==> config.mk <==
export PLATFORM = sky130hd
export DESIGN_NAME = scrolling_text_display_scanner_unit
export DESIGN_NICKNAME = d
export VERILOG_FILES = /design/src/hw/rtl/stds_pkg.sv /design/src/hw/rtl/stds_text_store.sv /design/src/hw/rtl/scrolling_text_display_scanner_unit.sv
export SDC_FILE = /design/constraint.sdc
export NUM_CORES = 1
export LEC_CHECK = 0
export ABC_AREA = 1
export BUFFER_PORTS_ARGS = -buffer_cell sky130_fd_sc_hd__buf_2
export CELL_PAD_IN_SITES_DETAIL_PLACEMENT = 0
export CELL_PAD_IN_SITES_GLOBAL_PLACEMENT = 1
export CORE_UTILIZATION = 51
export CTS_BUF_LIST = sky130_fd_sc_hd__clkbuf_2 sky130_fd_sc_hd__clkbuf_4 sky130_fd_sc_hd__clkbuf_8
export DETAILED_ROUTE_END_ITERATION = 6
export PLACE_DENSITY = 0.8
export SLEW_MARGIN = 15
export SYNTH_ARGS = -nofsm -noshare
export SYNTH_HDL_FRONTEND = slang
export SYNTH_HIERARCHICAL = 1
export SYNTH_SLANG_ARGS = --single-unit
==> constraint.sdc <==
create_clock -name clk -period 3.3 [get_ports clk]
set_input_delay 0.66 -clock clk [delete_from_list [all_inputs] [get_ports clk]]
set_output_delay 0.66 -clock clk [all_outputs]
set_load 0.1 [all_outputs]
==> src/hw/rtl/stds_pkg.sv <==
// Shared types, codes and character decode tables for the scrolling marquee scanner.
package stds_pkg;

	// Item actions
	typedef enum logic [1:0] {
		ACT_SCAN  = 2'd0,
		ACT_STEP  = 2'd1,
		ACT_WRITE = 2'd2,
		ACT_NONE  = 2'd3
	} action_t;

	// Configuration register indexes
	localparam int CFG_INDEX_W = 2;
	localparam int CFG_DATA_W  = 10;
	localparam logic [CFG_INDEX_W-1:0] REG_MODE   = 2'd0;
	localparam logic [CFG_INDEX_W-1:0] REG_PERIOD = 2'd1;
	localparam logic [CFG_INDEX_W-1:0] REG_LENGTH = 2'd2;

	// Field and state widths fixed by the interface
	localparam int PERIOD_W = 10;
	localparam int LEN_W    = 6;
	localparam int WIN_W    = 6;

	localparam logic [PERIOD_W-1:0] PERIOD_RESET = 10'd512;
	localparam logic [7:0]          CHAR_BLANK   = 8'h20;
	localparam logic [6:0]          SEG_DASH     = 7'h40;
	localparam logic [6:0]          SEG_OFF      = 7'h00;

	// Local speed presets, in step ticks per window move
	localparam logic [PERIOD_W-1:0] PRESET_PERIODS [4] = '{10'd512, 10'd128, 10'd48, 10'd16};

	localparam logic [6:0] DIGIT_SEGS [10] = '{
		7'h3f, 7'h06, 7'h5b, 7'h4f, 7'h66, 7'h6d, 7'h7d, 7'h07, 7'h7f, 7'h6f
	};

	// U, V and W share one pattern
	localparam logic [6:0] LETTER_SEGS [26] = '{
		7'h77, 7'h7C, 7'h39, 7'h5E, 7'h79, 7'h71, 7'h3D, 7'h76, 7'h30, 7'h1E, 7'h75, 7'h38,
		7'h37, 7'h54, 7'h3F, 7'h73, 7'h67, 7'h50, 7'h6D, 7'h78, 7'h3E, 7'h3E, 7'h3E, 7'h76,
		7'h6E, 7'h5B
	};

	typedef struct packed {
		logic [1:0] action;
		logic       key_direction;
		logic       key_speed;
		logic [4:0] char_index;
		logic [7:0] char_value;
	} item_t;

	typedef struct packed {
		logic [6:0] segments;
		logic [7:0] digit_enable;
		logic [7:0] led_drive;
		logic [4:0] window_position;
	} result_t;

	// Map an ASCII code to a segment pattern, bit 0 is segment a
	function automatic logic [6:0] decode_char(input logic [7:0] c);
		logic [6:0] seg;
		seg = SEG_OFF;
		case (c) inside
			[8'h30:8'h39]: seg = DIGIT_SEGS[4'(c - 8'h30)];
			[8'h41:8'h5a]: seg = LETTER_SEGS[5'(c - 8'h41)];
			[8'h61:8'h7a]: seg = LETTER_SEGS[5'(c - 8'h61)];
			8'h2d:         seg = SEG_DASH;
			default:       seg = SEG_OFF;
		endcase
		return seg;
	endfunction

endpackage

==> src/hw/rtl/stds_text_store.sv <==
// Character store: synchronous RAM with per-entry fill bits so unwritten slots read blank.
module stds_text_store import stds_pkg::*; #(
	parameter int DEPTH = 32,
	parameter int AW    = $clog2(DEPTH)
) (
	input  logic          clk,
	input  logic          arst_n,
	input  logic          wr_en,
	input  logic [AW-1:0] wr_addr,
	input  logic [7:0]    wr_data,
	input  logic          rd_en,
	input  logic [AW-1:0] rd_addr,
	output logic [7:0]    rd_data
);

	logic [7:0]       mem [DEPTH];
	logic [DEPTH-1:0] filled_q;
	logic [7:0]       rdata_q;
	logic             rfilled_q;

	// Write and read the array; read data is registered
	always_ff @(posedge clk) begin
		if (wr_en) begin
			mem[wr_addr] <= wr_data;
		end
		if (rd_en) begin
			rdata_q <= mem[rd_addr];
		end
	end

	// Track which slots have been written since reset
	always_ff @(posedge clk or negedge arst_n) begin
		if (!arst_n) begin
			filled_q  <= '0;
			rfilled_q <= 1'b0;
		end else begin
			if (wr_en) begin
				filled_q[wr_addr] <= 1'b1;
			end
			if (rd_en) begin
				rfilled_q <= filled_q[rd_addr];
			end
		end
	end

	assign rd_data = rfilled_q ? rdata_q : CHAR_BLANK;

endmodule

==> src/hw/rtl/scrolling_text_display_scanner_unit.sv <==
// Top level of the scrolling seven-segment marquee scanner.
// The block accepts one transaction per clock cycle while the output is not stalled, and returns
// exactly one result per transaction: the synchronous read of the character store and the
// stage-1 registers load at the accepting edge, and the output register loads from stage 1
// when it is free. Window, scan digit, step counter and key history update at acceptance, so a
// scan tick right after a write or a step sees their effect. The character store reads blank
// from reset through per-slot fill bits, so no clearing pass is needed and the block is ready
// as soon as reset is released.
module scrolling_text_display_scanner_unit import stds_pkg::*; #(
	parameter int TEXT_DEPTH  = 32,
	parameter int DIGIT_COUNT = 8
) (
	input  logic                   clk,
	input  logic                   arst_n,
	input  logic                   cfg_write,
	input  logic [CFG_INDEX_W-1:0] cfg_index,
	input  logic [CFG_DATA_W-1:0]  cfg_data,
	input  logic                   item_valid,
	output logic                   item_ready,
	input  item_t                  item,
	output logic                   result_valid,
	input  logic                   result_ready,
	output result_t                result
);

	localparam int AW  = $clog2(TEXT_DEPTH);
	localparam int SDW = (DIGIT_COUNT > 1) ? $clog2(DIGIT_COUNT) : 1;
	localparam logic [SDW-1:0] DIGIT_LAST = SDW'(DIGIT_COUNT - 1);

	// Largest window start for a given text length
	function automatic logic [WIN_W-1:0] window_max_of(input logic [LEN_W-1:0] len);
		logic [LEN_W-1:0] used;
		used = (9'(len) > 9'(TEXT_DEPTH)) ? LEN_W'(TEXT_DEPTH) : len;
		return (7'(used) > 7'(DIGIT_COUNT)) ? WIN_W'(used - LEN_W'(DIGIT_COUNT)) : '0;
	endfunction

	// Configuration registers
	logic                mode_q;
	logic [PERIOD_W-1:0] remote_period_q;
	logic [LEN_W-1:0]    text_length_q;

	// Scroll state
	logic [WIN_W-1:0]    win_q, win_d;
	logic                backward_q, backward_d;
	logic [SDW-1:0]      scan_q, scan_d;
	logic [PERIOD_W-1:0] step_q, step_d;
	logic [1:0]          preset_q, preset_d;
	logic                prev_dir_q, prev_dir_d;
	logic                prev_spd_q, prev_spd_d;

	// Pipeline
	logic             s1_valid_q;
	logic             scan_s1;
	logic             in_range_s1;
	logic [7:0]       enable_s1;
	logic [WIN_W-1:0] win_s1;
	logic             out_valid_q;
	result_t          result_q;

	logic             accept;
	logic             out_free;
	logic             s1_move;
	logic [LEN_W-1:0] used_len;
	logic [WIN_W-1:0] win_max;
	logic [WIN_W-1:0] win_inc;
	logic [6:0]       pos;
	logic             in_range;
	logic [15:0]      enable_wide;
	logic [PERIOD_W-1:0] period;
	logic [PERIOD_W-1:0] step_inc;
	logic             slot_ok;
	logic             store_wr;
	logic             store_rd;
	logic [7:0]       store_rdata;
	logic             cfg_clamp;
	logic [WIN_W-1:0] cfg_win_max;
	logic [7:0]       shown_char;
	result_t          result_d;

	// Handshake: advance stage 1 into the output register whenever it is free
	assign out_free   = !out_valid_q || result_ready;
	assign s1_move    = s1_valid_q && out_free;
	assign item_ready = !s1_valid_q || out_free;
	assign accept     = item_valid && item_ready;

	// Address of the scanned character
	assign used_len    = (9'(text_length_q) > 9'(TEXT_DEPTH)) ? LEN_W'(TEXT_DEPTH) : text_length_q;
	assign win_max     = window_max_of(text_length_q);
	assign win_inc     = win_q + WIN_W'(1);
	assign pos         = 7'(win_q) + 7'(scan_q);
	assign in_range    = pos < 7'(used_len);
	assign enable_wide = 16'(1) << scan_q;
	assign step_inc    = step_q + PERIOD_W'(1);
	assign slot_ok     = 9'(item.char_index) < 9'(TEXT_DEPTH);

	// Next scroll state for the accepted transaction
	always_comb begin
		win_d      = win_q;
		backward_d = backward_q;
		scan_d     = scan_q;
		step_d     = step_q;
		preset_d   = preset_q;
		prev_dir_d = prev_dir_q;
		prev_spd_d = prev_spd_q;
		period     = remote_period_q;
		store_wr   = 1'b0;
		store_rd   = 1'b0;
		if (accept) begin
			case (action_t'(item.action))
				ACT_SCAN: begin
					store_rd = in_range;
					scan_d   = (scan_q == DIGIT_LAST) ? '0 : scan_q + SDW'(1);
				end
				ACT_STEP: begin
					if (!mode_q) begin
						if (prev_dir_q && !item.key_direction) begin
							backward_d = !backward_q;
						end
						if (prev_spd_q && !item.key_speed) begin
							preset_d = preset_q + 2'd1;
						end
					end
					prev_dir_d = item.key_direction;
					prev_spd_d = item.key_speed;
					period     = mode_q ? remote_period_q : PRESET_PERIODS[preset_d];
					if (step_inc >= period) begin
						step_d = '0;
						if (backward_d) begin
							win_d = (win_q == '0) ? win_max : win_q - WIN_W'(1);
						end else begin
							win_d = (win_inc > win_max) ? '0 : win_inc;
						end
					end else begin
						step_d = step_inc;
					end
				end
				ACT_WRITE: begin
					store_wr = slot_ok;
				end
				default: begin
				end
			endcase
		end
	end

	// Pull the window down when a shorter text length is written
	assign cfg_win_max = window_max_of(cfg_data[LEN_W-1:0]);
	assign cfg_clamp   = cfg_write && (cfg_index == REG_LENGTH) && (win_q > cfg_win_max);

	// Hold configuration and scroll state
	always_ff @(posedge clk or negedge arst_n) begin
		if (!arst_n) begin
			mode_q          <= 1'b0;
			remote_period_q <= PERIOD_RESET;
			text_length_q   <= '0;
			win_q           <= '0;
			backward_q      <= 1'b0;
			scan_q          <= '0;
			step_q          <= '0;
			preset_q        <= '0;
			prev_dir_q      <= 1'b1;
			prev_spd_q      <= 1'b1;
		end else begin
			if (cfg_write) begin
				case (cfg_index)
					REG_MODE:   mode_q          <= cfg_data[0];
					REG_PERIOD: remote_period_q <= cfg_data[PERIOD_W-1:0];
					REG_LENGTH: text_length_q   <= cfg_data[LEN_W-1:0];
					default: begin
					end
				endcase
			end
			win_q      <= cfg_clamp ? cfg_win_max : win_d;
			backward_q <= backward_d;
			scan_q     <= scan_d;
			step_q     <= step_d;
			preset_q   <= preset_d;
			prev_dir_q <= prev_dir_d;
			prev_spd_q <= prev_spd_d;
		end
	end

	stds_text_store #(
		.DEPTH (TEXT_DEPTH),
		.AW    (AW)
	) u_store (
		.clk     (clk),
		.arst_n  (arst_n),
		.wr_en   (store_wr),
		.wr_addr (AW'(item.char_index)),
		.wr_data (item.char_value),
		.rd_en   (store_rd),
		.rd_addr (AW'(pos)),
		.rd_data (store_rdata)
	);

	// Pipeline control
	always_ff @(posedge clk or negedge arst_n) begin
		if (!arst_n) begin
			s1_valid_q  <= 1'b0;
			out_valid_q <= 1'b0;
		end else begin
			if (accept) begin
				s1_valid_q <= 1'b1;
			end else if (s1_move) begin
				s1_valid_q <= 1'b0;
			end
			if (s1_move) begin
				out_valid_q <= 1'b1;
			end else if (result_ready) begin
				out_valid_q <= 1'b0;
			end
		end
	end

	// Stage 1 payload: what the result needs besides the store data
	always_ff @(posedge clk) begin
		if (accept) begin
			scan_s1     <= (action_t'(item.action) == ACT_SCAN);
			in_range_s1 <= in_range;
			enable_s1   <= (action_t'(item.action) == ACT_SCAN) ? enable_wide[7:0] : '0;
			win_s1      <= cfg_clamp ? cfg_win_max : win_d;
		end
		if (s1_move) begin
			result_q <= result_d;
		end
	end

	// Decode the scanned character and build the result
	always_comb begin
		shown_char               = in_range_s1 ? store_rdata : CHAR_BLANK;
		result_d.segments        = scan_s1 ? decode_char(shown_char) : SEG_OFF;
		result_d.digit_enable    = enable_s1;
		result_d.led_drive       = ~(8'd1 << (3'd7 - win_s1[2:0]));
		result_d.window_position = win_s1[4:0];
	end

	assign result_valid = out_valid_q;
	assign result       = result_q;

endmodule

==> results.cfg <==
[status]
outcome = finished with violations
violated_checks = design-rule violations

[clock_tree]
h-tree-depth = 2
hold_buffers = 0
clk_latency_worst_skew_pair_ns = 0.67
cts_root_buf = sky130_fd_sc_hd__clkbuf_8
cts_tree = done
cts_setup_buffers = 0
cts_bufs_inserted = 59
post_cts.resized_instances = 0
cts.reportedPaths.clkPinSlew_ns = 0.07
maximum_clock_insertion_buffer_count = 3
cts_sinks = 383

[yosys]
post_synth_instance_area_sq_mm = 0.0178
synth_seq_area_share = 0.624
ys.warnings.count = 6
synthesized_netlist_cell_count = 1762
synth.ff_latch_count = 383
synth_fp_nets = 1847
post_synth_num_cell_types = 40
postSynthAreaPerCell_sq_um = 10.1

[finish]
layoutNonFillerInstCount = 2386
final_layout_size_suffix_gt1_frac = 0.158
layout-area-overhead-vs-synth_pct = 12.5
antenna_cells_inserted = 0
final_net_count = 1966
final_cell_mix = sky130_fd_sc_hd__nand2_1, sky130_fd_sc_hd__edfxtp_1, sky130_fd_sc_hd__nand3_1
most_common_cell_after_layout_fill_and_taps_aside = sky130_fd_sc_hd__nand2_1

[floorplan]
die_area_sq_mm = 0.0357
floorplan.initialDensity = 0.518
floorplan.io_pins = 64
design.core.area_sq_mm = 0.0345
rows = 68
die_h_um = 189
dieWidth_um = 189

[worst_setup_path]
reg2reg_setup_slack_ns = 0.43
critical-path-top-cell-by-count = sky130_fd_sc_hd__inv_1
library_cell_contributing_the_largest_single_delay_on_the_critical_path = sky130_fd_sc_hd__dfrtp_1
cp.arrival_ns = 3.21
criticalPathCategory = reg -> reg
worstPathCellList = ha_4 > inv_1 > fa_1 > o21ai_0 > nand2_1 > xor2_1 > inv_1 > ha_1 > a21oi_1 > o211ai_1 > inv_1 > nand2_1 > nor2_1 > buf_4
worstPathMaxFanout = 10
endpoint_kind = flop
reg2reg_from = win_q[0]
worst_r2r_path_depth = 14
slowest_delay_ns = 0.48
cp_data_required_time_ns = 3.64
startpoint_type = flop
critical_path.reg2reg.endpoint = u_store/rdata_q[6]

[global_routing]
grt_pass1_vias = 12300
grt_remaining_overflow = 0
grt_usage = 0.238
grt_pass1_wl_um = 66100
antenna_found_initial = 0
maximum_number_of_pins_on_one_net_before_global_route_repair = 146

[placement]
place_hpwl_um = 26000
dpl.cell_count = 2275
buffer_ports.inserted = 63
place_congestion = 0.880

[detailed_routing]
via_per_inst = 5.33
post_drt_wl_per_cell_um = 17.3
ant_nets = 0
totalWireLength_um = 41300
detail_route.iter0.violations = 798
drt_first_pass_iters = 7
drc = 1
total_vias_in_the_final_route = 12700

[power]
p_leak_uw = 0.00846
vdd_drop_max_mv = 0.647
power_per_cell_area_mw_per_mm2 = 1000

[sta]
timing.slew.headroom = 0.489
setup-violations-final = 0
final.period_utilization = 0.869
clock.fmax_mhz = 349
setup_repair_after_global_routing_missed_its_margin = no
timing_hold_violations_final = 0
timing.final.crit_period_ns = 2.87
tns_ns = 0
finalMaxSlewViolations = 0
clock_skew_ns = 0.0452
timing_worst_slew_pin_value_ns = 0.767

[job]
cap_violations = 0

[hold_path]
hp-class = in -> async
==> worst max-delay path by stage <==
stage                 startpoint                  end  slack (ns)  cells past startpoint
CTS                       mode_q            win_s1[4]        0.34                     16
finish                  win_q[0]   u_store/rdata_q[6]        0.43                     14
global route              mode_q            win_s1[2]        0.11                     16
floorplan           result_valid  u_store/filled_q[0]        0.41                      6
detailed placement      item[13]            win_s1[4]        0.38                     17
global placement        item[13]            step_q[9]        0.44                     18
==> cell type report <==
class	count	area, sq um
Timing Repair Buffer	128	856
Clock buffer	86	1050
Inverter	133	502
Clock inverter	25	125
Multi-Input combinational cell	1176	5850
Sequential cell	383	11100
Tap cell	455	569
Fill cell	2984	14400
==> logic make-up (layout without fill, tap and decap cells) <==
family / after synthesis / count (layout) / synth area share
AND/OR/NAND/NOR: 960 / 960 / 0.236
flip-flops: 383 / 383 / 0.624
buffers and inverters: 203 / 372 / 0.0502
AO/OA/AOI/OAI: 144 / 144 / 0.0430
adder cells (fa/ha/maj): 51 / 51 / 0.0362
XOR/XNOR: 17 / 17 / 0.00877
multiplexers: 4 / 4 / 0.00253
==> synthesized netlist by cell type <==
cell type / number / area (sq um)
sky130_fd_sc_hd__xnor2_1: 1 / 8.76
sky130_fd_sc_hd__clkinv_1: 2 / 7.51
sky130_fd_sc_hd__o21ai_0: 59 / 295
sky130_fd_sc_hd__dfrtp_1: 73 / 1830
sky130_fd_sc_hd__inv_2: 9 / 33.8
sky130_fd_sc_hd__or2_2: 35 / 219
sky130_fd_sc_hd__buf_6: 9 / 101
sky130_fd_sc_hd__fa_1: 1 / 20.0
sky130_fd_sc_hd__nand2_1: 506 / 1900
sky130_fd_sc_hd__buf_1: 5 / 18.8
sky130_fd_sc_hd__nand3b_1: 2 / 15.0
sky130_fd_sc_hd__ha_1: 50 / 626
sky130_fd_sc_hd__nand2_4: 6 / 67.6
sky130_fd_sc_hd__buf_4: 6 / 45.0
sky130_fd_sc_hd__nand4_1: 11 / 68.8
sky130_fd_sc_hd__nor4_1: 1 / 6.26
sky130_fd_sc_hd__clkbuf_1: 17 / 63.8
sky130_fd_sc_hd__inv_4: 1 / 6.26
sky130_fd_sc_hd__a31oi_1: 2 / 12.5
sky130_fd_sc_hd__xor2_2: 1 / 16.3
sky130_fd_sc_hd__dfstp_2: 3 / 78.8
sky130_fd_sc_hd__o21a_1: 1 / 7.51
sky130_fd_sc_hd__inv_1: 121 / 454
sky130_fd_sc_hd__buf_2: 33 / 165
sky130_fd_sc_hd__or2_4: 1 / 8.76
sky130_fd_sc_hd__nor2_4: 4 / 45.0
sky130_fd_sc_hd__o31ai_1: 9 / 67.6
sky130_fd_sc_hd__a21oi_1: 64 / 320
sky130_fd_sc_hd__o21ai_1: 2 / 10.0
sky130_fd_sc_hd__edfxtp_1: 307 / 9220
sky130_fd_sc_hd__and3_1: 1 / 6.26
sky130_fd_sc_hd__nor2_1: 101 / 379
sky130_fd_sc_hd__nand3_2: 2 / 20.0
sky130_fd_sc_hd__a31o_2: 1 / 8.76
sky130_fd_sc_hd__o211ai_1: 6 / 45.0
sky130_fd_sc_hd__nand3_1: 274 / 1370
sky130_fd_sc_hd__nand2_2: 11 / 68.8
sky130_fd_sc_hd__xor2_1: 15 / 131
sky130_fd_sc_hd__mux2_2: 4 / 45.0
sky130_fd_sc_hd__nor3_1: 5 / 25.0
==> worst max-delay path, delay by kind of cell, from the launching register on <==
kind	cells	cell delay [ns]
fa+ha+maj	3	0.90
flops	1	0.48
compound gates	3	0.45
buf+inv	4	0.35
simple gates	3	0.23
xor+xnor	1	0.15
==> stage by stage <==
stage	worst slack, ns	hold WS [ns]	power (uW)	instance area [sq um]	utilization
after detailed placement	0.376	0.406	16300	18900	0.548
after global placement	0.443	0.401	16200	18900	0.548
after CTS	0.343	0.0477	20200	20100	0.582
after global routing	0.110	0.0939	21600	20100	0.582
final	0.431	0.0643	20200	20100	0.582
after floorplan	0.405	0.364	13200	17800	-
==> power by group <==
group	switching [uW]	internal, uW
registers	301	5690
logic	7200	3090
clock network	1840	2040
==> registers in the layout, summed over array words and instances (netlist names), 6 cells and up <==
| signal | flops |
|---|---|
| u_store/mem | 256 |
| result | 28 |
| remote_period_q | 10 |
| text_length_q | 6 |
| u_store/filled_q | 32 |
| win_q | 6 |
| enable_s1 | 8 |
| step_q | 10 |
| u_store/rdata_q | 8 |
==> per-layer routing <==
| layer | GRT usage | wire length [um] |
|---|---|---|
| met3 | 0.0436 | 2210 |
| met1 | 0.321 | 18300 |
| met2 | 0.390 | 19700 |
| met5 | 0 | 0 |
| met4 | 0.0810 | 1090 |
No activity file was read; power rests on OpenSTA's default activity.
